**src/hw/rtl/ifri_pkg.sv**
```systemverilog
`default_nettype none

package ifri_pkg;

    localparam int MAX_DIMENSION = 256;
    localparam int CHANNEL_BITS  = 8;

    // Fixed widths of the stream and register fields.
    localparam int FIELD_W    = 8;
    localparam int DIM_REG_W  = 9;
    localparam int MODE_W     = 3;
    localparam int CFG_IDX_W  = 3;
    localparam int CFG_DATA_W = 9;

    localparam int DIM_W       = $clog2(MAX_DIMENSION + 1);
    localparam int STORE_DEPTH = MAX_DIMENSION * MAX_DIMENSION;
    localparam int ADDR_W      = $clog2(STORE_DEPTH);
    localparam int LOAD_W      = $clog2(STORE_DEPTH + 1);
    localparam int PIX_W       = 3 * CHANNEL_BITS;

    localparam logic [CFG_IDX_W-1:0] REG_IMAGE_WIDTH    = 3'd0;
    localparam logic [CFG_IDX_W-1:0] REG_IMAGE_HEIGHT   = 3'd1;
    localparam logic [CFG_IDX_W-1:0] REG_TRANSFORM_MODE = 3'd2;
    localparam logic [CFG_IDX_W-1:0] REG_MAX_VALUE      = 3'd3;
    localparam logic [CFG_IDX_W-1:0] REG_COLOR_MODE     = 3'd4;

    localparam logic [MODE_W-1:0] MODE_INVERT   = 3'd0;
    localparam logic [MODE_W-1:0] MODE_MIRROR_H = 3'd1;
    localparam logic [MODE_W-1:0] MODE_MIRROR_V = 3'd2;
    localparam logic [MODE_W-1:0] MODE_ROT_LEFT = 3'd3;
    localparam logic [MODE_W-1:0] MODE_ROT_RIGHT = 3'd4;

    localparam logic OP_LOAD  = 1'b0;
    localparam logic OP_FETCH = 1'b1;

    localparam logic [DIM_REG_W-1:0] DIM_RESET      = 9'd256;
    localparam logic [MODE_W-1:0]    MODE_RESET     = 3'd0;
    localparam logic [FIELD_W-1:0]   MAX_VAL_RESET  = 8'd255;
    localparam logic                 COLOR_RESET    = 1'b0;

    typedef struct packed {
        logic [DIM_W-1:0]   width;
        logic [DIM_W-1:0]   height;
        logic [MODE_W-1:0]  mode;
        logic [FIELD_W-1:0] max_value;
        logic               color_rgb;
    } ifri_cfg_t;

    // A dimension of zero acts as one, any value above the maximum as the maximum.
    function automatic logic [DIM_W-1:0] clamp_dim(input logic [DIM_REG_W-1:0] raw);
        logic [DIM_W-1:0] res;
        if (raw == '0) begin
            res = DIM_W'(1);
        end else if (32'(raw) > MAX_DIMENSION) begin
            res = DIM_W'(MAX_DIMENSION);
        end else begin
            res = DIM_W'(raw);
        end
        return res;
    endfunction

endpackage

`default_nettype wire

```
**src/hw/rtl/ifri_seq.sv**
```systemverilog
`default_nettype none

module ifri_seq (
    input  wire logic                               aclk,
    input  wire logic                               aresetn,
    input  wire ifri_pkg::ifri_cfg_t                cfg,
    input  wire logic                               restart,
    input  wire logic                               s_tvalid,
    output      logic                               s_tready,
    input  wire logic                               s_tuser,
    input  wire logic [3*ifri_pkg::FIELD_W-1:0]     s_tdata,
    output      logic                               m_tvalid,
    input  wire logic                               m_tready,
    output      logic [3*ifri_pkg::FIELD_W-1:0]     m_tdata,
    output      logic                               m_tlast,
    output      logic                               ram_we,
    output      logic [ifri_pkg::ADDR_W-1:0]        ram_waddr,
    output      logic [ifri_pkg::PIX_W-1:0]         ram_wdata,
    output      logic                               ram_re,
    output      logic [ifri_pkg::ADDR_W-1:0]        ram_raddr,
    input  wire logic [ifri_pkg::PIX_W-1:0]         ram_rdata
);

    localparam int DW  = ifri_pkg::DIM_W;
    localparam int CB  = ifri_pkg::CHANNEL_BITS;
    localparam int FW  = ifri_pkg::FIELD_W;

    localparam logic [1:0] ST_IDLE = 2'd0;
    localparam logic [1:0] ST_ADDR = 2'd1;
    localparam logic [1:0] ST_READ = 2'd2;

    logic [1:0]                  st_reg, st_next;
    logic [ifri_pkg::LOAD_W-1:0] load_pos_reg, load_pos_next;
    logic [DW-1:0]               row_reg, row_next;
    logic [DW-1:0]               col_reg, col_next;
    logic [DW-1:0]               src_row_reg, src_col_reg;
    logic [DW-1:0]               src_row, src_col;
    logic                        last_reg;
    logic                        out_valid_reg, out_valid_next;
    logic [3*FW-1:0]             out_data_reg, out_data_next;
    logic                        out_last_reg;

    logic            rot;
    logic [DW-1:0]   out_w, out_h, eff_row, eff_col;
    logic [2*DW-1:0] total, lin_addr;
    logic            frame_full, wrap, is_last, s_fire, out_free, fetch_go;
    logic [CB-1:0]   rd_r, rd_g, rd_b, px_r, px_g, px_b;
    logic [FW-1:0]   inv_r, inv_g, inv_b;

    assign rot   = (cfg.mode == ifri_pkg::MODE_ROT_LEFT) || (cfg.mode == ifri_pkg::MODE_ROT_RIGHT);
    assign out_w = rot ? cfg.height : cfg.width;
    assign out_h = rot ? cfg.width : cfg.height;

    assign total      = (2*DW)'(cfg.width) * (2*DW)'(cfg.height);
    assign frame_full = (2*DW)'(load_pos_reg) >= total;

    // A mode change can leave the output position outside the new frame shape.
    assign wrap    = (row_reg >= out_h) || (col_reg >= out_w);
    assign eff_row = wrap ? '0 : row_reg;
    assign eff_col = wrap ? '0 : col_reg;
    assign is_last = (eff_row == out_h - DW'(1)) && (eff_col == out_w - DW'(1));

    always_comb begin
        case (cfg.mode)
            ifri_pkg::MODE_MIRROR_H: begin
                src_row = eff_row;
                src_col = cfg.width - DW'(1) - eff_col;
            end
            ifri_pkg::MODE_MIRROR_V: begin
                src_row = cfg.height - DW'(1) - eff_row;
                src_col = eff_col;
            end
            ifri_pkg::MODE_ROT_LEFT: begin
                src_row = eff_col;
                src_col = cfg.width - DW'(1) - eff_row;
            end
            ifri_pkg::MODE_ROT_RIGHT: begin
                src_row = cfg.height - DW'(1) - eff_col;
                src_col = eff_row;
            end
            default: begin
                src_row = eff_row;
                src_col = eff_col;
            end
        endcase
    end

    assign s_tready = (st_reg == ST_IDLE);
    assign s_fire   = s_tvalid && s_tready;
    assign out_free = !out_valid_reg || m_tready;
    assign fetch_go = s_fire && (s_tuser == ifri_pkg::OP_FETCH) && frame_full;

    // Red lives in the top bits of a stored word, blue in the bottom.
    assign ram_we    = s_fire && (s_tuser == ifri_pkg::OP_LOAD) && !frame_full;
    assign ram_waddr = load_pos_reg[ifri_pkg::ADDR_W-1:0];
    assign ram_wdata = {s_tdata[CB-1:0], s_tdata[FW+CB-1:FW], s_tdata[2*FW+CB-1:2*FW]};

    assign lin_addr  = (2*DW)'(src_row_reg) * (2*DW)'(cfg.width) + (2*DW)'(src_col_reg);
    assign ram_re    = (st_reg == ST_ADDR);
    assign ram_raddr = lin_addr[ifri_pkg::ADDR_W-1:0];

    assign rd_r  = ram_rdata[ifri_pkg::PIX_W-1 -: CB];
    assign rd_g  = ram_rdata[2*CB-1 -: CB];
    assign rd_b  = ram_rdata[CB-1:0];
    assign inv_r = cfg.max_value - FW'(rd_r);
    assign inv_g = cfg.max_value - FW'(rd_g);
    assign inv_b = cfg.max_value - FW'(rd_b);

    always_comb begin
        if (cfg.mode == ifri_pkg::MODE_INVERT) begin
            px_r = inv_r[CB-1:0];
            px_g = inv_g[CB-1:0];
            px_b = inv_b[CB-1:0];
        end else begin
            px_r = rd_r;
            px_g = rd_g;
            px_b = rd_b;
        end
        if (!cfg.color_rgb) begin
            px_g = '0;
            px_b = '0;
        end
        out_data_next = {FW'(px_b), FW'(px_g), FW'(px_r)};
    end

    always_comb begin
        st_next        = st_reg;
        load_pos_next  = load_pos_reg;
        row_next       = row_reg;
        col_next       = col_reg;
        out_valid_next = out_valid_reg && !m_tready;
        unique case (st_reg)
            ST_IDLE: begin
                if (ram_we) begin
                    load_pos_next = load_pos_reg + ifri_pkg::LOAD_W'(1);
                end
                if (fetch_go) begin
                    st_next = ST_ADDR;
                    if (is_last) begin
                        load_pos_next = '0;
                        row_next      = '0;
                        col_next      = '0;
                    end else if (eff_col == out_w - DW'(1)) begin
                        row_next = eff_row + DW'(1);
                        col_next = '0;
                    end else begin
                        row_next = eff_row;
                        col_next = eff_col + DW'(1);
                    end
                end
            end
            ST_ADDR: st_next = ST_READ;
            ST_READ: begin
                if (out_free) begin
                    out_valid_next = 1'b1;
                    st_next        = ST_IDLE;
                end
            end
            default: st_next = ST_IDLE;
        endcase
        if (restart) begin
            load_pos_next = '0;
            row_next      = '0;
            col_next      = '0;
        end
    end

    always_ff @(posedge aclk) begin
        if (!aresetn) begin
            st_reg        <= ST_IDLE;
            load_pos_reg  <= '0;
            row_reg       <= '0;
            col_reg       <= '0;
            out_valid_reg <= 1'b0;
        end else begin
            st_reg        <= st_next;
            load_pos_reg  <= load_pos_next;
            row_reg       <= row_next;
            col_reg       <= col_next;
            out_valid_reg <= out_valid_next;
        end
    end

    always_ff @(posedge aclk) begin
        if (fetch_go) begin
            src_row_reg <= src_row;
            src_col_reg <= src_col;
            last_reg    <= is_last;
        end
        if ((st_reg == ST_READ) && out_free) begin
            out_data_reg <= out_data_next;
            out_last_reg <= last_reg;
        end
    end

    assign m_tvalid = out_valid_reg;
    assign m_tdata  = out_data_reg;
    assign m_tlast  = out_last_reg;

    a_load_bounded: assert property (@(posedge aclk) disable iff (!aresetn)
        (2*DW)'(load_pos_reg) <= total)
        else $error("load count ran past the frame size");

    a_early_fetch_dropped: assert property (@(posedge aclk) disable iff (!aresetn)
        s_fire && (s_tuser == ifri_pkg::OP_FETCH) && !frame_full |=> st_reg == ST_IDLE)
        else $error("fetch before a full frame started a read");

    a_last_restarts: assert property (@(posedge aclk) disable iff (!aresetn)
        fetch_go && is_last |=> (load_pos_reg == '0) && (row_reg == '0) && (col_reg == '0))
        else $error("frame did not restart after its final pixel");

    a_read_delivers: assert property (@(posedge aclk) disable iff (!aresetn)
        (st_reg == ST_READ) && out_free |=> out_valid_reg && (st_reg == ST_IDLE))
        else $error("read data was not moved to the output register");

endmodule

`default_nettype wire

```
**config.mk**
```make
export PLATFORM = sky130hd
export DESIGN_NAME = ifri_seq
export DESIGN_NICKNAME = d
export VERILOG_FILES = /design/src/hw/rtl/ifri_pkg.sv /design/src/hw/rtl/ifri_seq.sv
export SDC_FILE = /design/constraint.sdc
export NUM_CORES = 1
export LEC_CHECK = 0
export BUFFER_PORTS_ARGS = -buffer_cell sky130_fd_sc_hd__buf_2
export CAP_MARGIN = 20
export CORE_AREA = 5 5 191 193
export CTS_CLUSTER_SIZE = 30
export DETAILED_ROUTE_END_ITERATION = 7
export DIE_AREA = 0 0 196 198
export PLACE_DENSITY_LB_ADDON = 0.15
export SLEW_MARGIN = 10
export SYNTH_ARGS = -nofsm -noshare
export SYNTH_HDL_FRONTEND = slang
export SYNTH_SLANG_ARGS = --single-unit
```
**constraint.sdc**
```tcl
create_clock -name aclk -period 10 [get_ports aclk]
set_clock_uncertainty 0.05 [all_clocks]
set_input_delay 0.5 -clock aclk [delete_from_list [all_inputs] [get_ports aclk]]
set_output_delay 0.5 -clock aclk [all_outputs]
set_load 0.03 [all_outputs]
```
---- Word-level counts from Yosys, hierarchy flattened ----
Index checks and enable logic that the tools add are counted.
word-level totals
  output and inout port bits .............. 85
  register bits after elaboration ......... 82
operators by class
  bitwise logic cells ..................... 2
  mux-type cells .......................... 21
  multipliers ............................. 2
  add/subtract/negate cells ............... 15
  reductions and logical operators ........ 19
  equality and inequality tests ........... 10
  magnitude comparators ................... 3
operator list
  cell                                                                number
  9-bit 2-to-1 mux                                                    8
  9-bit one-hot mux with 3 select lines                               2
  17-bit 2-to-1 mux                                                   3
  9-bit by 1-bit subtractor with 9-bit output, second input constant  4
  9-bit subtractor                                                    4
  8-bit 2-to-1 mux                                                    3
  8-bit subtractor                                                    3
  9-bit by 1-bit adder with 9-bit output, second input constant       2
  9-bit == test                                                       2
  17-bit by 18-bit greater-or-equal comparator with 1-bit output      1
  9-bit greater-or-equal comparator                                   2
  9-bit by 9-bit multiplier with 18-bit output                        1
  17-bit by 1-bit adder with 17-bit output, second input constant     1
  16-bit by 9-bit adder with 16-bit output                            1
  9-bit by 9-bit multiplier with 16-bit output                        1
  1-bit logical AND                                                   8
  3-bit by 2-bit == test with 1-bit output, second input constant     2
  2-bit one-hot mux with 3 select lines                               1
  2-bit 2-to-1 mux                                                    2
  2-bit AND reduction                                                 2
  3-bit by 1-bit == test with 1-bit output, second input constant     1
  3-bit == test, second input constant                                1
  1-bit zero test                                                     3
  3-bit zero test                                                     1
  other kinds (9)                                                     13

---- Logic depth before layout (Yosys ltp) ----
  depth after elaboration ................. 10
  depth in mapped cells ................... 35
  gate-level depth less buffers ........... 31

---- Least setup slack after synthesis ----
Ideal clock, no wire load.
  path kind ............................... input port to flip-flop
  start ................................... in cfg[27] (netlist bit)
  end ..................................... reg load_pos_reg[14] (netlist bit)
  stages .................................. 33
  data required time ...................... 9835 ps
  setup time .............................. 115 ps
  arrival ................................. 7839 ps
  path slack .............................. 1996 ps
  cell sequence ........................... clkbuf_1 > clkbuf_1 > clkbuf_1 > nand2_1 > fa_1 > inv_1 > fa_1 > inv_1 > fa_1 > fa_1 > inv_1 > ha_1 > a21oi_1 > nor2_1 > o21a_1 > o21ai_0 > nand2b_1 > a21oi_1 > nor2b_1 > o21a_1 > o41ai_1 > xor2_1 > ha_1 > a2111oi_0 > nand2_1 > a21oi_1 > a21oi_1 > a211oi_1 > and2_1 > clkbuf_1 > and3b_1 > xnor2_1 > nor2_1
on the way
  elaborated cells on any way between the ends .. 20
  classes of those cells .................. 2 x add/sub; 1 x mul; 3 x order compare; 2 x eq/ne; 7 x mux; 5 x reduce/logical
RTL lines
  what                                                              RTL line         source
  start: declaration                                                ifri_seq.sv:6    input wire ifri_pkg::ifri_cfg_t cfg,
  9-bit by 9-bit multiplier with 18-bit output *                    ifri_seq.sv:54   assign total = (2*DW)'(cfg.width) * (2*DW)'(cfg.height);
  17-bit by 18-bit greater-or-equal comparator with 1-bit output *  ifri_seq.sv:55   assign frame_full = (2*DW)'(load_pos_reg) >= total;
  1-bit zero test *                                                 ifri_seq.sv:94   assign ram_we = s_fire && (s_tuser == ifri_pkg::OP_LOAD) && !frame_full;
  1-bit logical AND *                                               ifri_seq.sv:94
  named net ram_we                                                  ifri_seq.sv:16   output logic ram_we,
  17-bit 2-to-1 mux *                                               ifri_seq.sv:134  if (ram_we) begin
  17-bit 2-to-1 mux                                                 ifri_seq.sv:139  if (is_last) begin
  17-bit 2-to-1 mux *                                               ifri_seq.sv:137  if (fetch_go) begin
  end signal: assignment                                            ifri_seq.sv:177  load_pos_reg <= load_pos_next;
  end: declaration                                                  ifri_seq.sv:33   logic [ifri_pkg::LOAD_W-1:0] load_pos_reg, load_pos_next;
The timed path passes the listed nets; every way through them passes the cells marked *.
A chain may end at the register's enable or synchronous reset.

---- Final worst setup path ----
  start ................................... in cfg[23] (netlist bit)
  end ..................................... out ram_we
on the way
  longest elaborated chain between the ends .. 4
ends and longest elaborated chain
  what                                                            RTL line
  9-bit by 9-bit multiplier with 18-bit output                    ifri_seq.sv:54
  17-bit by 18-bit greater-or-equal comparator with 1-bit output  ifri_seq.sv:55
  1-bit zero test                                                 ifri_seq.sv:94
  1-bit logical AND                                               ifri_seq.sv:94
  end: declaration                                                ifri_seq.sv:16
No other way between the ends.

==> results.json <==
{
  "drt_pass1_iterations": 6,
  "root_buffer": "clkbuf_16",
  "status": "finished, final reports clean",
  "dp_hpwl_um": 28700,
  "die_area_um2": 38800,
  "synthMuxAreaShare_pct": 0.377,
  "overflow": 0,
  "synth_top_area_cell": "fa_1",
  "vias": 11300,
  "powerDensity_nw_per_um2": 126,
  "fin_crit_sh_pct": 76.7,
  "netlist_top_cells_count": "211 x inv_1, 197 x nand2_1, 161 x ha_1",
  "dr.first_iter.drc_count": 672,
  "htreeDepth": 3,
  "placementRows": 68,
  "final-setup-viol-count": 0,
  "ctsHoldBuffers": 0,
  "path_buf_inv": 5,
  "rsz0062_at_grt": "false",
  "worstPathArrival_ns": 7.12,
  "timing.critical_path.fanout_max": 25,
  "clockBufferDepth": 2,
  "ys.flop_type": "edfxtp_1",
  "synth_area_um2": 13600,
  "vdd_drop_max_mv": 0.111,
  "final_cell_count_no_fill": 2127,
  "cts-resized-gates": 0,
  "synth_seq_cells": 82,
  "clk_pin_slew_ns": 0.08,
  "globalRouteTotalUtil_pct": 18.9,
  "holdWs_ns": 0.379,
  "ys_top_cells_by_area": "fa_1 16%, ha_1 15%, edfxtp_1 9.7%",
  "syn2layout_area_growth_pct": 6.75,
  "max_freq_ghz": 0.130,
  "nNetsFinal": 2021,
  "synth_fa_ha_area_share_pct": 30.8,
  "drive_above_1_share_pct": 10.1,
  "multi_input_area_um2": 10000,
  "io_pins": 169,
  "slew_violations": 0,
  "yosysMostFrequentCell": "inv_1",
  "vias_per_cell": 5.30,
  "yosysSeqAreaShare_pct": 15.3,
  "grt_pass1_vias": 11300,
  "drcViolationCount": 0,
  "tightest_slew_ns": 0.977,
  "clk_latency_ns": 0.35,
  "cts_setup_buffers": 0,
  "yosysUniqueCellTypes": 83,
  "n_antenna_cell": 0,
  "port_buffers": 120,
  "ant_nets": 0,
  "required_ns": 9.45,
  "hold_path_class": "in -> reg",
  "cts_tree": "built",
  "critPathLaunchType": "primary input",
  "period_needed_ns": 7.67,
  "grt_pass1_wl_um": 59900,
  "routedWlPerCell_um": 17.3,
  "antenna_found_initial": 2,
  "synth_edf_count": 44,
  "end_kind": "output pin",
  "syn_avg_cell_area_um2": 8.21,
  "netlist_instances": 1658,
  "p_leak_nw": 6.81,
  "yosysWarnings": 0,
  "dpl.cell_count": 2110,
  "initial_utilization_pct": 39.6,
  "slowest_delay_ns": 0.58,
  "synth-compound-area-share_pct": 15.2,
  "crit_family": "compound AO/OA/AOI/OAI gates",
  "final.setup.tns_ns": 0,
  "ys_async_sr_fraction_pct": 0,
  "crit_type": "in -> out",
  "synth.net_count": 2012,
  "synth_top_family_by_area": "adder cells",
  "grt_max_degree": 54,
  "largest_reg_flops": 24,
  "coreArea_um2": 34400,
  "slew_headroom_pct": 34.8,
  "die_h_um": 198,
  "synthSimpleGateAreaFrac_pct": 20.2,
  "fillCellCount": 3478,
  "clock_sinks": 82,
  "slowest_stage": "a211oi_1",
  "final_hold_viol_count": 0,
  "fp.dieW_um": 196,
  "yosys.area.top_type_share_pct": 16.0,
  "cap_violations": 0,
  "synth_xor_area_share_pct": 7.11,
  "routabilityCongestion": 0.841,
  "cts_buffers": 9,
  "regArea_um2": 2080,
  "totalWireLength_um": 36800
}
## worst paths after layout
kind / start / to / slack (ns) / depth (start not counted)
max: cfg[23] / ram_we / 2.33 / 29
min: ram_rdata[22] / m_tdata[6] / 0.38 / 3
max reg2reg: col_reg[2] / src_row_reg[8] / 4.36 / 20
min reg2reg: last_reg / m_tlast / 0.45 / 0
## where the power goes
part	internal, mW	switching [mW]	total, mW	leakage [nW]
registers	0.355	0.000262	0.355	0.714
logic	0.430	0.637	1.07	5.93
clock network	0.247	0.158	0.405	0.167
## per-stage QoR
stage          total power [mW]  util, %  area [um^2]  setup slack, ns
3_3_place_gp               1.42     41.2        14200             2.14
6_report                   1.83     42.3        14500             2.33
4_1_cts                    1.85     42.2        14500             2.32
3_5_place_dp               1.44     41.2        14200             2.05
2_1_floorplan              1.21        -        13600             2.00
5_1_grt                    2.00     42.3        14500             1.68
## layer usage
metal / share of wire [%] / GRT usage (%)
met1: 47 / 26.4
met2: 47 / 31.2
met3: 4.4 / 2.55
met4: 1.5 / 4.47
met5: 0.092 / 0
## cell type report
type                    count  area share [%]
well taps                 455            3.92
repair buffers            130            4.79
inverters                 211            5.45
flip-flops and latches     82            14.3
multi-input cells        1233            69.1
clock inverters             7           0.852
clock buffers               9            1.55
## tightest hold or removal path, delay by kind of cell
| kind | cells | cell delay (ns) |
|---|---|---|
| AOI/OAI and AO/OA | 1 | 0.06 |
| buffers and inverters | 1 | 0.09 |
| and+or+nand+nor | 1 | 0.04 |
## cell usage in the layout, fill, tap and decap left out, types with 6 or more instances in the layout
cell type and count:
nor3b_1 18, and2_1 82, o21a_1 6, nand2_1 197
fa_1 109, buf_2 120, dfxtp_1 38, o22ai_1 17
nand3_1 39, a21boi_0 9, xor2_1 43, or3_1 10
o21bai_1 13, nor2_1 90, clkbuf_16 9, and4_1 8
xnor2_1 65, a31oi_1 7, a21o_1 31, a21oi_1 54
nand4_1 19, buf_4 9, inv_1 211, o21ai_0 74
a211oi_1 6, nor3_1 14, nor2b_1 9, nand2b_1 18
edfxtp_1 44, ha_1 161, nor4_1 8, a22oi_1 21
and3_1 13
## kinds of logic after synthesis
logic type / Yosys count
AO/OA/AOI/OAI: 300
XOR/XNOR: 109
adder cells (fa/ha/maj): 270
buffers and inverters: 343
flip-flops: 82
multiplexers: 5
AND/OR/NAND/NOR: 549
Note: power is estimated with default switching activity, not from simulation.
