--- config.mk ---
export PLATFORM = sky130hd
export DESIGN_NAME = ifri_regs
export DESIGN_NICKNAME = d
export VERILOG_FILES = /design/src/hw/rtl/ifri_pkg.sv /design/src/hw/rtl/ifri_regs.sv
export SDC_FILE = /design/constraint.sdc
export NUM_CORES = 1
export LEC_CHECK = 0
export ABC_AREA = 0
export BUFFER_PORTS_ARGS = -buffer_cell sky130_fd_sc_hd__buf_4
export CAP_MARGIN = 5
export CELL_PAD_IN_SITES_DETAIL_PLACEMENT = 1
export CELL_PAD_IN_SITES_GLOBAL_PLACEMENT = 2
export CORE_AREA = 4 4 75 77
export CTS_BUF_LIST = sky130_fd_sc_hd__clkbuf_4 sky130_fd_sc_hd__clkbuf_8
export CTS_CLUSTER_DIAMETER = 120
export DETAILED_ROUTE_END_ITERATION = 8
export DIE_AREA = 0 0 79 81
export GPL_TIMING_DRIVEN = 1
export PLACE_DENSITY = 0.81
export SYNTH_ARGS = -nofsm -noshare
export SYNTH_HDL_FRONTEND = slang
export SYNTH_SLANG_ARGS = --single-unit
--- constraint.sdc ---
create_clock -name aclk -period 3.3 [get_ports aclk]
set_input_delay 0.495 -clock aclk [delete_from_list [all_inputs] [get_ports aclk]]
set_output_delay 0.495 -clock aclk [all_outputs]
set_load 0.005 [all_outputs]
--- src/hw/rtl/ifri_pkg.sv ---
`default_nettype none

package ifri_pkg;

    localparam int MAX_DIMENSION = 256;
    localparam int CHANNEL_BITS  = 8;

    // Fixed widths of the stream and register fields.
    localparam int FIELD_W    = 8;
    localparam int DIM_REG_W  = 9;
    localparam int MODE_W     = 3;
    localparam int CFG_IDX_W  = 3;
    localparam int CFG_DATA_W = 9;

    localparam int DIM_W       = $clog2(MAX_DIMENSION + 1);
    localparam int STORE_DEPTH = MAX_DIMENSION * MAX_DIMENSION;
    localparam int ADDR_W      = $clog2(STORE_DEPTH);
    localparam int LOAD_W      = $clog2(STORE_DEPTH + 1);
    localparam int PIX_W       = 3 * CHANNEL_BITS;

    localparam logic [CFG_IDX_W-1:0] REG_IMAGE_WIDTH    = 3'd0;
    localparam logic [CFG_IDX_W-1:0] REG_IMAGE_HEIGHT   = 3'd1;
    localparam logic [CFG_IDX_W-1:0] REG_TRANSFORM_MODE = 3'd2;
    localparam logic [CFG_IDX_W-1:0] REG_MAX_VALUE      = 3'd3;
    localparam logic [CFG_IDX_W-1:0] REG_COLOR_MODE     = 3'd4;

    localparam logic [MODE_W-1:0] MODE_INVERT   = 3'd0;
    localparam logic [MODE_W-1:0] MODE_MIRROR_H = 3'd1;
    localparam logic [MODE_W-1:0] MODE_MIRROR_V = 3'd2;
    localparam logic [MODE_W-1:0] MODE_ROT_LEFT = 3'd3;
    localparam logic [MODE_W-1:0] MODE_ROT_RIGHT = 3'd4;

    localparam logic OP_LOAD  = 1'b0;
    localparam logic OP_FETCH = 1'b1;

    localparam logic [DIM_REG_W-1:0] DIM_RESET      = 9'd256;
    localparam logic [MODE_W-1:0]    MODE_RESET     = 3'd0;
    localparam logic [FIELD_W-1:0]   MAX_VAL_RESET  = 8'd255;
    localparam logic                 COLOR_RESET    = 1'b0;

    typedef struct packed {
        logic [DIM_W-1:0]   width;
        logic [DIM_W-1:0]   height;
        logic [MODE_W-1:0]  mode;
        logic [FIELD_W-1:0] max_value;
        logic               color_rgb;
    } ifri_cfg_t;

    // A dimension of zero acts as one, any value above the maximum as the maximum.
    function automatic logic [DIM_W-1:0] clamp_dim(input logic [DIM_REG_W-1:0] raw);
        logic [DIM_W-1:0] res;
        if (raw == '0) begin
            res = DIM_W'(1);
        end else if (32'(raw) > MAX_DIMENSION) begin
            res = DIM_W'(MAX_DIMENSION);
        end else begin
            res = DIM_W'(raw);
        end
        return res;
    endfunction

endpackage

`default_nettype wire

--- src/hw/rtl/ifri_regs.sv ---
`default_nettype none

module ifri_regs (
    input  wire logic                               aclk,
    input  wire logic                               aresetn,
    input  wire logic                               cfg_valid,
    output      logic                               cfg_ready,
    input  wire logic [ifri_pkg::CFG_IDX_W-1:0]     cfg_index,
    input  wire logic [ifri_pkg::CFG_DATA_W-1:0]    cfg_data,
    output      ifri_pkg::ifri_cfg_t                cfg,
    output      logic                               restart
);

    logic [ifri_pkg::DIM_REG_W-1:0] width_reg, width_next;
    logic [ifri_pkg::DIM_REG_W-1:0] height_reg, height_next;
    logic [ifri_pkg::MODE_W-1:0]    mode_reg, mode_next;
    logic [ifri_pkg::FIELD_W-1:0]   maxv_reg, maxv_next;
    logic                           color_reg, color_next;

    assign cfg_ready = 1'b1;

    always_comb begin
        width_next  = width_reg;
        height_next = height_reg;
        mode_next   = mode_reg;
        maxv_next   = maxv_reg;
        color_next  = color_reg;
        restart     = 1'b0;
        if (cfg_valid) begin
            unique case (cfg_index)
                ifri_pkg::REG_IMAGE_WIDTH: begin
                    width_next = cfg_data;
                    restart    = 1'b1;
                end
                ifri_pkg::REG_IMAGE_HEIGHT: begin
                    height_next = cfg_data;
                    restart     = 1'b1;
                end
                ifri_pkg::REG_TRANSFORM_MODE: mode_next = cfg_data[ifri_pkg::MODE_W-1:0];
                ifri_pkg::REG_MAX_VALUE:      maxv_next = cfg_data[ifri_pkg::FIELD_W-1:0];
                ifri_pkg::REG_COLOR_MODE:     color_next = cfg_data[0];
                default: ;
            endcase
        end
    end

    always_ff @(posedge aclk) begin
        if (!aresetn) begin
            width_reg  <= ifri_pkg::DIM_RESET;
            height_reg <= ifri_pkg::DIM_RESET;
            mode_reg   <= ifri_pkg::MODE_RESET;
            maxv_reg   <= ifri_pkg::MAX_VAL_RESET;
            color_reg  <= ifri_pkg::COLOR_RESET;
        end else begin
            width_reg  <= width_next;
            height_reg <= height_next;
            mode_reg   <= mode_next;
            maxv_reg   <= maxv_next;
            color_reg  <= color_next;
        end
    end

    assign cfg.width     = ifri_pkg::clamp_dim(width_reg);
    assign cfg.height    = ifri_pkg::clamp_dim(height_reg);
    assign cfg.mode      = mode_reg;
    assign cfg.max_value = maxv_reg;
    assign cfg.color_rgb = color_reg;

endmodule

`default_nettype wire

# After elaboration in Yosys (flattened, before gate mapping)
# Index checks and enable logic that the tools add are counted.
[op_classes]
n_addsub = 0
mul = 0
n_div = 0
n_lt_le_gt_ge = 2
n_eq_ne = 4
shifts = 0
muxes = 6
bitwise = 0
n_reduce_logical = 9
[ops]
columns = ["op", "n"]
rows = [
  ["$mux W9", 4],
  ["$gt A9 B9 Y1 const B", 2],
  ["$logic_not A9 Y1", 2],
  ["$reduce_and A2 Y1", 5],
  ["$eq A3 B2 Y1 const B", 2],
  ["$eq A3 B1 Y1 const B", 1],
  ["$eq A3 B3 Y1 const B", 1],
  ["$logic_not A3 Y1", 1],
  ["$mux W1", 2],
  ["$reduce_or A2 Y1", 1],
]
[word_totals]
reg_bits = 30
latch_bits = 0
mem_bits_rw = 0
romBits = 0
inputBits = 15
output_inout_bits = 32
word_cells = 26
memories = 0

# Longest topological paths before layout
# Gate-level depths: netlist of the first run.
[logic_depth]
depth_word = 4
depth_mapped = 4
ltp_nobuf = 2

# Worst setup path after synthesis of the first run
# OpenSTA, ideal clock, no wires.
[synth_timing]
path_kind = "reg-to-output"
start = "register height_reg[8] (netlist bit)"
end = "output port cfg[12] (netlist bit)"
arrival_time_ns = 0.953
required_time_ns = 2.805
path_slack_ns = 1.852
path_stages_with_launch = 4
path_buffers = 1
path_cell_list = "dfxtp_1 -> buf_4 -> or4_1 -> o22ai_2"
[synth_lines]
columns = ["item", "line", "source"]
rows = [
  ["start: declaration", "ifri_regs.sv:15", "logic [ifri_pkg::DIM_REG_W-1:0] height_reg, height_next;"],
  ["start signal: assignment", "ifri_regs.sv:50", "height_reg <= ifri_pkg::DIM_RESET;"],
  ["start signal: assignment", "ifri_regs.sv:56", "height_reg <= height_next;"],
  ["end: declaration", "ifri_regs.sv:10", "output ifri_pkg::ifri_cfg_t cfg,"],
]

==> results by group, run 1 <==
Outcome
  • Status: finished, final reports clean

Worst setup path
  • Register-to-Register Path Depth: 2
  • Crit path max-delay family: simple AND/OR/NAND/NOR gates
  • CP max-delay cell: or4_1
  • Max stage delay on crit path: 0.56 ns
  • Setup slack, reg-to-reg: 2.44 ns
  • CP Class: flip-flop to output port
  • Critical path buffers and inverters: 1
  • CP max FO: 3
  • Worst reg2reg path endpoint: height_reg[8]$_SDFFE_PN1P_
  • CP cell instances: or4_1 > o22ai_2 > buf_4
  • Worst setup EP type: output port
  • Worst endpoint required time: 2.80 ns
  • R2r startpoint: height_reg[8]$_SDFFE_PN1P_
  • CP Launch Type: flip-flop
  • Arr. time, crit path: 1.44 ns

STA
  • Setup TNS: 0 ns
  • Slew headroom: 57.41%
  • Period minus WS final: between 1.5 and 2 ns
  • Count of pins over their slew limit: 0
  • Final-report hold violation count: 0
  • Setup violations, final: 0
  • Worst-Margin Slew: 0.6352 ns
  • Final worst clock skew: 0 ns
  • Final period utilization: 58.61%
  • RSZ-0062 raised after global routing: false
  • Fmax: slightly above 500 MHz

CTS
  • Clk sink count: 30
  • Number of buffers created by CTS: 5
  • Clk_lat worst skew: 0.28 ns
  • CTS tree: yes
  • Setup Fix Bufs, Post-CTS: 0
  • Clk Tree Root Cell: clkbuf_8
  • Reg clk slew, reported paths: ~0.060 ns
  • CTS H-tree depth: 2
  • CTS Hold Buffers Added: 0
  • Max Buffers Root-to-Sink: 2
  • Post-CTS Resized: 0

Logic synthesis
  • Most frequent cells after synthesis: nor2b_1 (33), dfxtp_1 (30), mux2i_1 (30)
  • Synth Cell Area: 1439 um2
  • Most instantiated library cell after synthesis: nor2b_1
  • Area leader, netlist: dfxtp_1
  • Seq/Total Area, Yosys: 41.74%
  • Register bit total from synthesis: 30
  • Mapped Cells: 150
  • Synth top area share: 41.74%
  • EDFF count, synth: 0
  • Syn Nets: 165
  • Top cells by area, synth: dfxtp_1 (42%), mux2i_1 (21%), nor2b_1 (14%)
  • FFs w/ async S/R, synth: 0%
  • Synthesis Warnings: 0
  • Synth unique cells: 18
  • Mean post-synth cell area: about 9.6 um2
  • Main synth FF type: dfxtp_1

Drt
  • Drt wl/cell: 13.82 um
  • Average via count per standard cell: 4.396
  • DR vias: around 1.1k
  • Antenna viol nets, final: 0
  • DRC violations left: 0
  • TritonRoute pass-1 iters: 2
  • Drt total wl: 3593 um
  • Iteration-0 DRC Markers: 69

Layout
  • Area growth syn-to-layout: 30.35%
  • N_diodes: 0
  • # nets final: 204
  • Share of layout cells above drive strength 1: slightly above 30%
  • Filler instances: roughly 600

Global route
  • Most used routing layer: met2
  • Met1 Use GR: between 10 and 15%
  • First-pass GRT wire length: 5865 um
  • GRT Util Overall: a little under an eighth
  • Global Route met3 Usage: 3.659%
  • Initial antenna violation count: 0
  • Vias in the first global route: ~1.2k
  • Pin count of the biggest net entering global routing: 48
  • Grt met2 use: 19.95%
  • Total congestion overflow: 0

Power
  • Pwr/cell area: 401.8 nW/um2
  • Total chip power: 0.0007536 W
  • Sw power: 0.0001721 W
  • Max IR drop VDD: 0.1591 mV
  • Sw frac: around 23%
  • Lkg Pwr: 0.7749 nW
  • Flop pwr share: 50.0%
  • Clk pwr share: around two fifths
  • Internal: 0.0005814 W
  • Combinational Power Share: 9.0%

Floorplanning
  • Placeable Area: 5010 um2
  • # rows: 26
  • Ports: 47
  • Starting Density: between 20% and 30%
  • Die width: 79 um
  • Die Y: 81 um
  • Die ar.: 6399 um2

Worst hold path
  • Worst hold-check path type: flip-flop to flip-flop
  • Worst hold start: width_reg[0]$_SDFFE_PN0P_
  • Worst hold endpoint: width_reg[0]$_SDFFE_PN0P_
  • WHS Path Cells: 2

Place
  • Post-DP HPWL: 2758 um
  • Port bufs: 45
  • Routability cong.: 0.7240

Run
  • Max-cap violations: 0
## placed cells by master (no fill, tap or decap)
cell / count
or4_1: 4
conb_1: 1
dfxtp_1: 30
nand2_1: 28
nor2b_1: 33
o22ai_2: 2
and4b_1: 1
clkbuf_8: 6
mux2i_1: 30
buf_4: 46
nor4b_2: 1
clkinv_2: 1
inv_1: 2
nand4bb_1: 1
and4bb_2: 1
clkbuf_4: 1
nor3b_1: 1
and4bb_1: 1
## worst register-to-register path: stages (launching register included)
cell     delay [ns]
dfxtp_1        0.54
nor2b_1        0.09
mux2i_1        0.15
## power by group through the flow
stage	Clock [W]	Combinational [W]	Sequential, W
2_1_floorplan	0	0.0000412	0.000382
3_3_place_gp	0	0.0000654	0.000384
3_5_place_dp	0	0.0000684	0.000385
4_1_cts	0.000321	0.0000685	0.000377
5_1_grt	0.000335	0.0000741	0.000378
6_report	0.000309	0.0000675	0.000377
## final cells by class
| type | instances | area (um2) | area share [%] |
|---|---|---|---|
| Tap cell | 70 | 87.58 | 4.670 |
| Inverter | 2 | 7.507 | 0.4003 |
| Clock inverter | 1 | 5.005 | 0.2668 |
| Timing Repair Buffer | 46 | 345.3 | 18.41 |
| Sequential cell | 30 | 600.6 | 32.02 |
| Multi-Input combinational cell | 104 | 739.5 | 39.43 |
| Clock buffer | 7 | 90.09 | 4.803 |
## worst max-delay path by stage
stage                                           from                    endpoint  slack [ns]  cells past startpoint
after CTS                  width_reg[4]$_SDFFE_PN0P_                     cfg[21]        1.34                      3
after floorplan           height_reg[8]$_SDFFE_PN1P_                     cfg[12]        1.85                      3
after global routing      height_reg[8]$_SDFFE_PN1P_                     cfg[12]        1.32                      3
final                      width_reg[4]$_SDFFE_PN0P_                     cfg[21]        1.37                      3
after global placement     width_reg[4]$_SDFFE_PN0P_                     cfg[21]        1.67                      3
after detailed placement                cfg_index[2]  height_reg[8]$_SDFFE_PN1P_        1.63                      3
## per-layer routing
metal	share of wire (%)	vias up	wire [um]
met5	0	-	0
met4	0.67	0	24
met3	6.3	3	226
met2	47	35	1699
met1	46	539	1643
li1	-	566	-
## metrics by stage
| step | util, % | hold WS, ns | setup slack [ns] | std cells | cell area, um2 |
|---|---|---|---|---|---|
| final | 37.44 | 0.4608 | 1.366 | 260 | 1876 |
| after CTS | 37.44 | 0.4666 | 1.336 | 260 | 1876 |
| after global placement | 35.54 | 0.4476 | 1.673 | 252 | 1780 |
| after floorplan | - | 0.4347 | 1.852 | 150 | 1439 |
| after detailed placement | 35.54 | 0.4544 | 1.625 | 252 | 1780 |
| after global routing | 37.44 | 0.4826 | 1.325 | 260 | 1876 |
## logic make-up after synthesis
family | after synthesis | synth area share (%)
other cells | 1 | 0.2606
simple gates | 71 | 28.52
mux | 30 | 20.87
buf+inv | 16 | 6.870
flops | 30 | 41.74
compound gates | 2 | 1.739
No activity file was read; power rests on OpenSTA's default activity.
==> inputs of run 2 (changes only) <==
- ABC_AREA: 0 -> 1
- CORE_AREA: 4 4 75 77 -> 4 4 81 83
- DIE_AREA: 0 0 79 81 -> 0 0 85 87
- PLACE_DENSITY: 0.81 -> 0.79
- clock period: 3.3 -> 1.74 ns (I/O delays scaled with it)
==> run 2 against run 1 <==
Core utilization down 5.6 points; cell count grew 23%; sequential share of layout area up 0.26 points; wire length rose by 7.6%; synthesized cell count up 33%.
==> results by group, run 2 <==
Worst hold path
  • Worst hold-check path type: input pin to flip-flop
  • Worst hold start: cfg_data[8]

Place
  • Routability cong.: 0.7448 (+2.9%)
  • Area of placed instances: 1755 um2 (-1.4%)
  • Post-DP HPWL: 2929 um (+6.2%)
  • Port bufs: 45 (unchanged)

Logic synthesis
  • Main synth FF type: dfxtp_1
  • Synth Cell Area: 1358 um2 (-5.7%)
  • Most instantiated library cell after synthesis: nor2_1
  • Mean post-synth cell area: 6.822 um2 (-29%)
  • Synth top area share: 44.24% (+2.5 points)
  • Mapped Cells: 199 (+33%)
  • Seq/Total Area, Yosys: 44.24% (+2.5 points)
  • Register bit total from synthesis: 30 (unchanged)
  • FFs w/ async S/R, synth: 0% (unchanged)
  • Top cells by area, synth: dfxtp_1 (44%), nor2_1 (18%), nand2_1 (8.6%)
  • Synthesis Warnings: 0 (unchanged)
  • Synth unique cells: 18 (unchanged)
  • Area leader, netlist: dfxtp_1
  • Most frequent cells after synthesis: nor2_1 (64), nand2_1 (31), dfxtp_1 (30)
  • Syn Nets: 214 (+30%)
  • EDFF count, synth: 0 (unchanged)

Global route
  • Vias in the first global route: 1407 (+17%)
  • Initial antenna violation count: 0 (unchanged)
  • Pin count of the biggest net entering global routing: 31 (-35%)
  • Total congestion overflow: 0 (unchanged)
  • First-pass GRT wire length: 6699 um (+14%)
  • GRT Util Overall: 11.52% (-0.12 points)

CTS
  • Clk sink count: 30 (unchanged)
  • Reg clk slew, reported paths: 0.06 ns (about the same)
  • Number of buffers created by CTS: 5 (unchanged)
  • CTS tree: yes
  • Max Buffers Root-to-Sink: 2 (unchanged)
  • CTS H-tree depth: 2 (unchanged)
  • Clk_lat worst skew: 0.28 ns (about the same)
  • CTS Hold Buffers Added: 0 (unchanged)
  • Clk Tree Root Cell: clkbuf_8

STA
  • RSZ-0062 raised after global routing: false
  • Setup violations, final: 0 (unchanged)
  • Count of pins over their slew limit: 0 (unchanged)
  • Final-report hold violation count: 0 (unchanged)
  • Fmax: roughly 640 MHz
  • Setup TNS: 0 ns (unchanged)
  • Final period utilization: 90.11%
  • Final worst clock skew: 0 ns (unchanged)
  • Period minus WS final: 1.568 ns

Floorplanning
  • Die Y: 87 um (+7.4%)
  • Starting Density: 23.20% (-5.5 points)
  • Die width: 85 um (+7.6%)
  • Placeable Area: 5851 um2 (+17%)
  • Die ar.: 7395 um2 (+16%)
  • Ports: 47 (unchanged)
  • # rows: 28 (+7.7%)

Worst setup path
  • Register-to-Register Path Depth: 2 (unchanged)
  • Start point of the critical path: width_reg[2]$_SDFFE_PN0P_
  • CP Launch Type: flip-flop
  • Worst endpoint required time: 1.48 ns (-1.32 ns)
  • CP max FO: 7 (+4)
  • CP Class: flip-flop to output port
  • Worst reg2reg path endpoint: width_reg[8]$_SDFFE_PN1P_
  • Setup slack, reg-to-reg: 1.05 ns (-1.39 ns)
  • Setup crit end: cfg[28]
  • Arr. time, crit path: 1.31 ns (-0.13 ns)
  • Worst setup EP type: output port
  • R2r startpoint: width_reg[8]$_SDFFE_PN1P_

Layout
  • Filler instances: 740 (+23%)
  • Design Area, Final: 1861 um2 (-0.80%)
  • N_diodes: 0 (unchanged)
  • Leading cell type in the layout, fill and taps excluded: nor2_1
  • Share of layout cells above drive strength 1: 27.76% (-2.8 points)
  • Area growth syn-to-layout: 37.05%
  • # nets final: 259 (+27%)
  • Most frequent cells in the layout: nor2_1 (63), buf_4 (45), nand2_1 (31)

Outcome
  • Status: finished, final reports clean

Power
  • Pwr/cell area: 834.7 nW/um2 (+110%)
  • Max IR drop VDD: 0.2750 mV (+73%)
  • Lkg Pwr: 0.8646 nW (+12%)

Drt
  • DR vias: 1326 (+16%)
  • Drt total wl: 3867 um (+7.6%)
  • Average via count per standard cell: 4.144 (-5.7%)
  • Drt wl/cell: 12.08 um (-13%)
  • TritonRoute pass-1 iters: 3 (+1)
  • Iteration-0 DRC Markers: 45 (-35%)
  • DRC violations left: 0 (unchanged)
  • Antenna viol nets, final: 0 (unchanged)

Run
  • Max-cap violations: 0 (unchanged)
==> run 2: power by group <==
group | total [W] | internal [W] | switching [W]
Combinational | 0.000226 | 0.0000966 | 0.000130
Sequential | 0.000728 | 0.000711 | 0.0000172
Clock | 0.000598 | 0.000334 | 0.000264
==> run 2: worst min path at each step <==
stage                            endpoint  slack [ns]  cells after the start
6_report       height_reg[8]$_SDFFE_PN1P_        0.20                      3
5_1_grt          maxv_reg[5]$_SDFFE_PN1P_        0.19                      3
4_1_cts        height_reg[8]$_SDFFE_PN1P_        0.20                      3
3_5_place_dp     maxv_reg[6]$_SDFFE_PN1P_        0.46                      2
3_3_place_gp     maxv_reg[1]$_SDFFE_PN1P_        0.46                      2
2_1_floorplan  height_reg[8]$_SDFFE_PN1P_        0.37                      2
==> run 2: metal layers <==
metal  routed length [um]  track usage (%)
met3                  276            4.920
met4                   38            3.453
met1                 1871            15.11
met2                 1680            17.16
met5                    0                0
==> run 2: timing repair <==
action,4_1_cts,5_1_grt
gates resized for setup,0,7
setup buffers,0,0
setup endpoints to repair,0,15
==> run 2: layout make-up <==
class	count	area, um2	area share, %
clock buffers	7	90.09	4.842
clock inverters	1	5.005	0.2690
inverters	26	101.3	5.447
multi-input cells	136	631.9	33.96
flip-flops and latches	30	600.6	32.28
well taps	75	93.84	5.044
repair buffers	45	337.8	18.16
==> run 2: stage by stage <==
stage | setup WS [ns] | instances | utilization, % | total power [W] | hold WS (ns)
floorplan | 0.5863 | 199 | - | 0.0008571 | 0.3742
global placement | 0.3588 | 312 | 30.00 | 0.0009618 | 0.4568
detailed placement | 0.3300 | 312 | 30.00 | 0.0009658 | 0.4610
CTS | 0.02547 | 320 | 31.63 | 0.001566 | 0.1970
global route | 0.003866 | 320 | 31.80 | 0.001652 | 0.1948
finish | 0.1721 | 320 | 31.80 | 0.001553 | 0.1956
==> run 2: kinds of logic (layout without fill, tap and decap cells) <==
| group | Yosys count | count (layout) | synth area share, % |
|---|---|---|---|
| buffers and inverters | 33 | 79 | 9.954 |
| flip-flops | 30 | 30 | 44.24 |
| AND/OR/NAND/NOR | 111 | 111 | 36.41 |
| other | 1 | 1 | 0.2762 |
| AO/OA/AOI/OAI | 24 | 24 | 9.125 |
==> run 2: worst max-delay path, cell delays in order (launching register included) <==
cell and delay (ns):
dfxtp_1 0.32, nor2_1 0.11, nand2_1 0.09, o21ai_2 0.17, inv_2 0.09, nor2_1 0.12, buf_4 0.13
==> inputs of run 3 (changes only) <==
- ABC_AREA: 1 -> not set
- CORE_AREA: 4 4 81 83 -> 4 4 77 79
- DIE_AREA: 0 0 85 87 -> 0 0 81 83
- PLACE_DENSITY: 0.79 -> 0.81
==> run 3 against run 2 <==
Total power down 1.4%; largest cell class unchanged; global-route usage is 0.53 points lower; clock skew unchanged; via count down 14%; cell count decreased by 17%.
==> results by group, run 3 (same netlist as run 1, synthesis figures left out) <==
Worst hold path
  • Worst hold start: cfg_data[8]
  • Worst hold-check path type: input pin to flip-flop

Run
  • Max-cap violations: 0 (unchanged)

STA
  • Count of pins over their slew limit: 0 (unchanged)
  • Worst hold slack: 0.2420 ns (+0.04637 ns)
  • Setup TNS: 0 ns (unchanged)
  • Period minus WS final: 1.648 ns (+0.08007 ns)
  • Final period utilization: 94.71% (+4.6 points)
  • Final worst slack: 0.09203 ns (-0.08007 ns)
  • Setup violations, final: 0 (unchanged)
  • RSZ-0062 raised after global routing: false
  • Final worst clock skew: 0 ns (unchanged)
  • Fmax: 606.8 MHz (-4.9%)
  • Final-report hold violation count: 0 (unchanged)

Worst setup path
  • Arr. time, crit path: 1.39 ns (+0.08 ns)
  • Start point of the critical path: width_reg[4]$_SDFFE_PN0P_
  • R2r startpoint: height_reg[8]$_SDFFE_PN1P_
  • Worst setup EP type: output port
  • CP max FO: 3 (-4)
  • Worst endpoint required time: 1.48 ns (about the same)
  • CP Class: flip-flop to output port
  • CP Launch Type: flip-flop
  • Setup slack, reg-to-reg: 0.95 ns (-0.10 ns)

Drt
  • Drt total wl: 3432 um (-11%)
  • DRC violations left: 0 (unchanged)
  • TritonRoute pass-1 iters: 4 (+1)
  • Antenna viol nets, final: 0 (unchanged)
  • Drt wl/cell: 12.95 um (+7.2%)
  • Iteration-0 DRC Markers: 67 (+49%)
  • DR vias: 1135 (-14%)
  • Average via count per standard cell: 4.283 (+3.4%)

CTS
  • Clk sink count: 30 (unchanged)
  • CTS H-tree depth: 2 (unchanged)
  • CTS Hold Buffers Added: 0 (unchanged)
  • CTS tree: yes
  • Reg clk slew, reported paths: 0.07 ns (about the same)
  • Max Buffers Root-to-Sink: 2 (unchanged)
  • Clk Tree Root Cell: clkbuf_8
  • Post-CTS Resized: 0 (unchanged)
  • Clk_lat worst skew: 0.27 ns (about the same)
  • Setup Fix Bufs, Post-CTS: 0 (unchanged)
  • Number of buffers created by CTS: 5 (unchanged)

Global route
  • Pin count of the biggest net entering global routing: 48 (+55%)
  • Initial antenna violation count: 0 (unchanged)
  • Vias in the first global route: 1197 (-15%)
  • First-pass GRT wire length: 5740 um (-14%)
  • GRT Util Overall: 11.00% (-0.53 points)
  • Total congestion overflow: 0 (unchanged)

Place
  • Place WS: 0.3845 ns (+0.05447 ns)
  • Port bufs: 45 (unchanged)
  • Post-DP HPWL: 2566 um (-12%)
  • DP Cell Count: 257 (-18%)
  • Routability cong.: 0.6476 (-13%)

Floorplanning
  • # rows: 27 (-3.6%)
  • Starting Density: 26.96% (+3.8 points)
  • Die ar.: 6723 um2 (-9.1%)
  • Die Y: 83 um (-4.6%)
  • Ports: 47 (unchanged)
  • Die width: 81 um (-4.7%)
  • Placeable Area: 5338 um2 (-8.8%)

Layout
  • # nets final: 207 (-20%)
  • Sequential cell area: 600.6 um2 (unchanged)
  • Area growth syn-to-layout: 33.04%
  • Share of layout cells above drive strength 1: 31.61% (+3.9 points)
  • Filler instances: 660 (-11%)
  • N_diodes: 0 (unchanged)
  • Area of the multi-input gates: 739.5 um2 (+17%)
  • Final instance count without filler cells: 265 (-17%)
  • Most frequent cells in the layout: buf_4 (49), nor2b_1 (33), mux2i_1 (30), dfxtp_1 (30), nand2_1 (28)
  • Leading cell type in the layout, fill and taps excluded: buf_4

Power
  • Combinational Power Share: 8.6% (-6.0 points)
  • Clk pwr share: 44.9% (+6.4 points)
  • Pwr/cell area: 799.6 nW/um2 (-4.2%)
  • Sw power: 0.0003396 W (-17%)
  • Flop pwr share: 46.5% (-0.4 points)
  • Internal: 0.001191 W (+4.3%)
  • Max IR drop VDD: 0.2782 mV (+1.2%)
  • Lkg Pwr: 0.7949 nW (-8.1%)
  • Sw frac: 22.19% (-4.3 points)

Outcome
  • Status: finished, final reports clean
-- run 3: cell count changes in the layout (fill, tap and decap cells not counted), sizes merged, moves of 13 or more --
cell,delta
nand3,-13
nor2b,+33
o21ai,-22
nor2,-67
inv,-23
mux2i,+30
-- run 3: path summary, 6_finish.rpt --
kind	to	depth (start not counted)
setup / recovery	cfg[21]	3
hold / removal	height_reg[8]$_SDFFE_PN1P_	3
setup reg to reg	height_reg[8]$_SDFFE_PN1P_	2
hold reg to reg	color_reg$_SDFFE_PN0P_	2
-- run 3: final cells by class --
cell class / instances / share of cell area, %
timing repair buffer: 49 / 19.22
clock buffer: 5 / 3.595
tap: 72 / 4.706
inverter: 2 / 0.3922
multi-input combinational: 104 / 38.63
sequential: 30 / 31.37
clock inverter: 3 / 2.091
-- run 3: power by group through the flow --
stage                logic, W  registers, W  clock network [W]
floorplan           0.0000781      0.000725                  0
global placement     0.000133      0.000727                  0
detailed placement   0.000134      0.000728                  0
CTS                  0.000134      0.000712           0.000718
global route         0.000146      0.000714           0.000739
finish               0.000131      0.000712           0.000688
-- run 3: stage by stage --
step / cell area, um2 / utilization (%) / total power (W)
floorplan: 1439 / - / 0.0008027
global placement: 1805 / 33.83 / 0.0008603
detailed placement: 1805 / 33.83 / 0.0008616
CTS: 1914 / 35.87 / 0.001565
global route: 1914 / 35.87 / 0.001599
finish: 1914 / 35.87 / 0.001531
-- run 3: worst max-delay path, cell delays in order, from the launching register on --
cell,delay (ns)
dfxtp_1,0.31
or4_1,0.54
o22ai_2,0.13
buf_4,0.13
-- run 3: per-layer routing --
metal / track usage (%) / part of all wire, % / up-vias / wire length [um]
met5: 0 / 0 / - / 0
met1: 14.50 / 47 / 524 / 1601
met2: 16.50 / 45 / 30 / 1539
met4: 4.608 / 1.7 / 0 / 60
met3: 3.254 / 6.8 / 8 / 232
li1: - / - / 573 / -
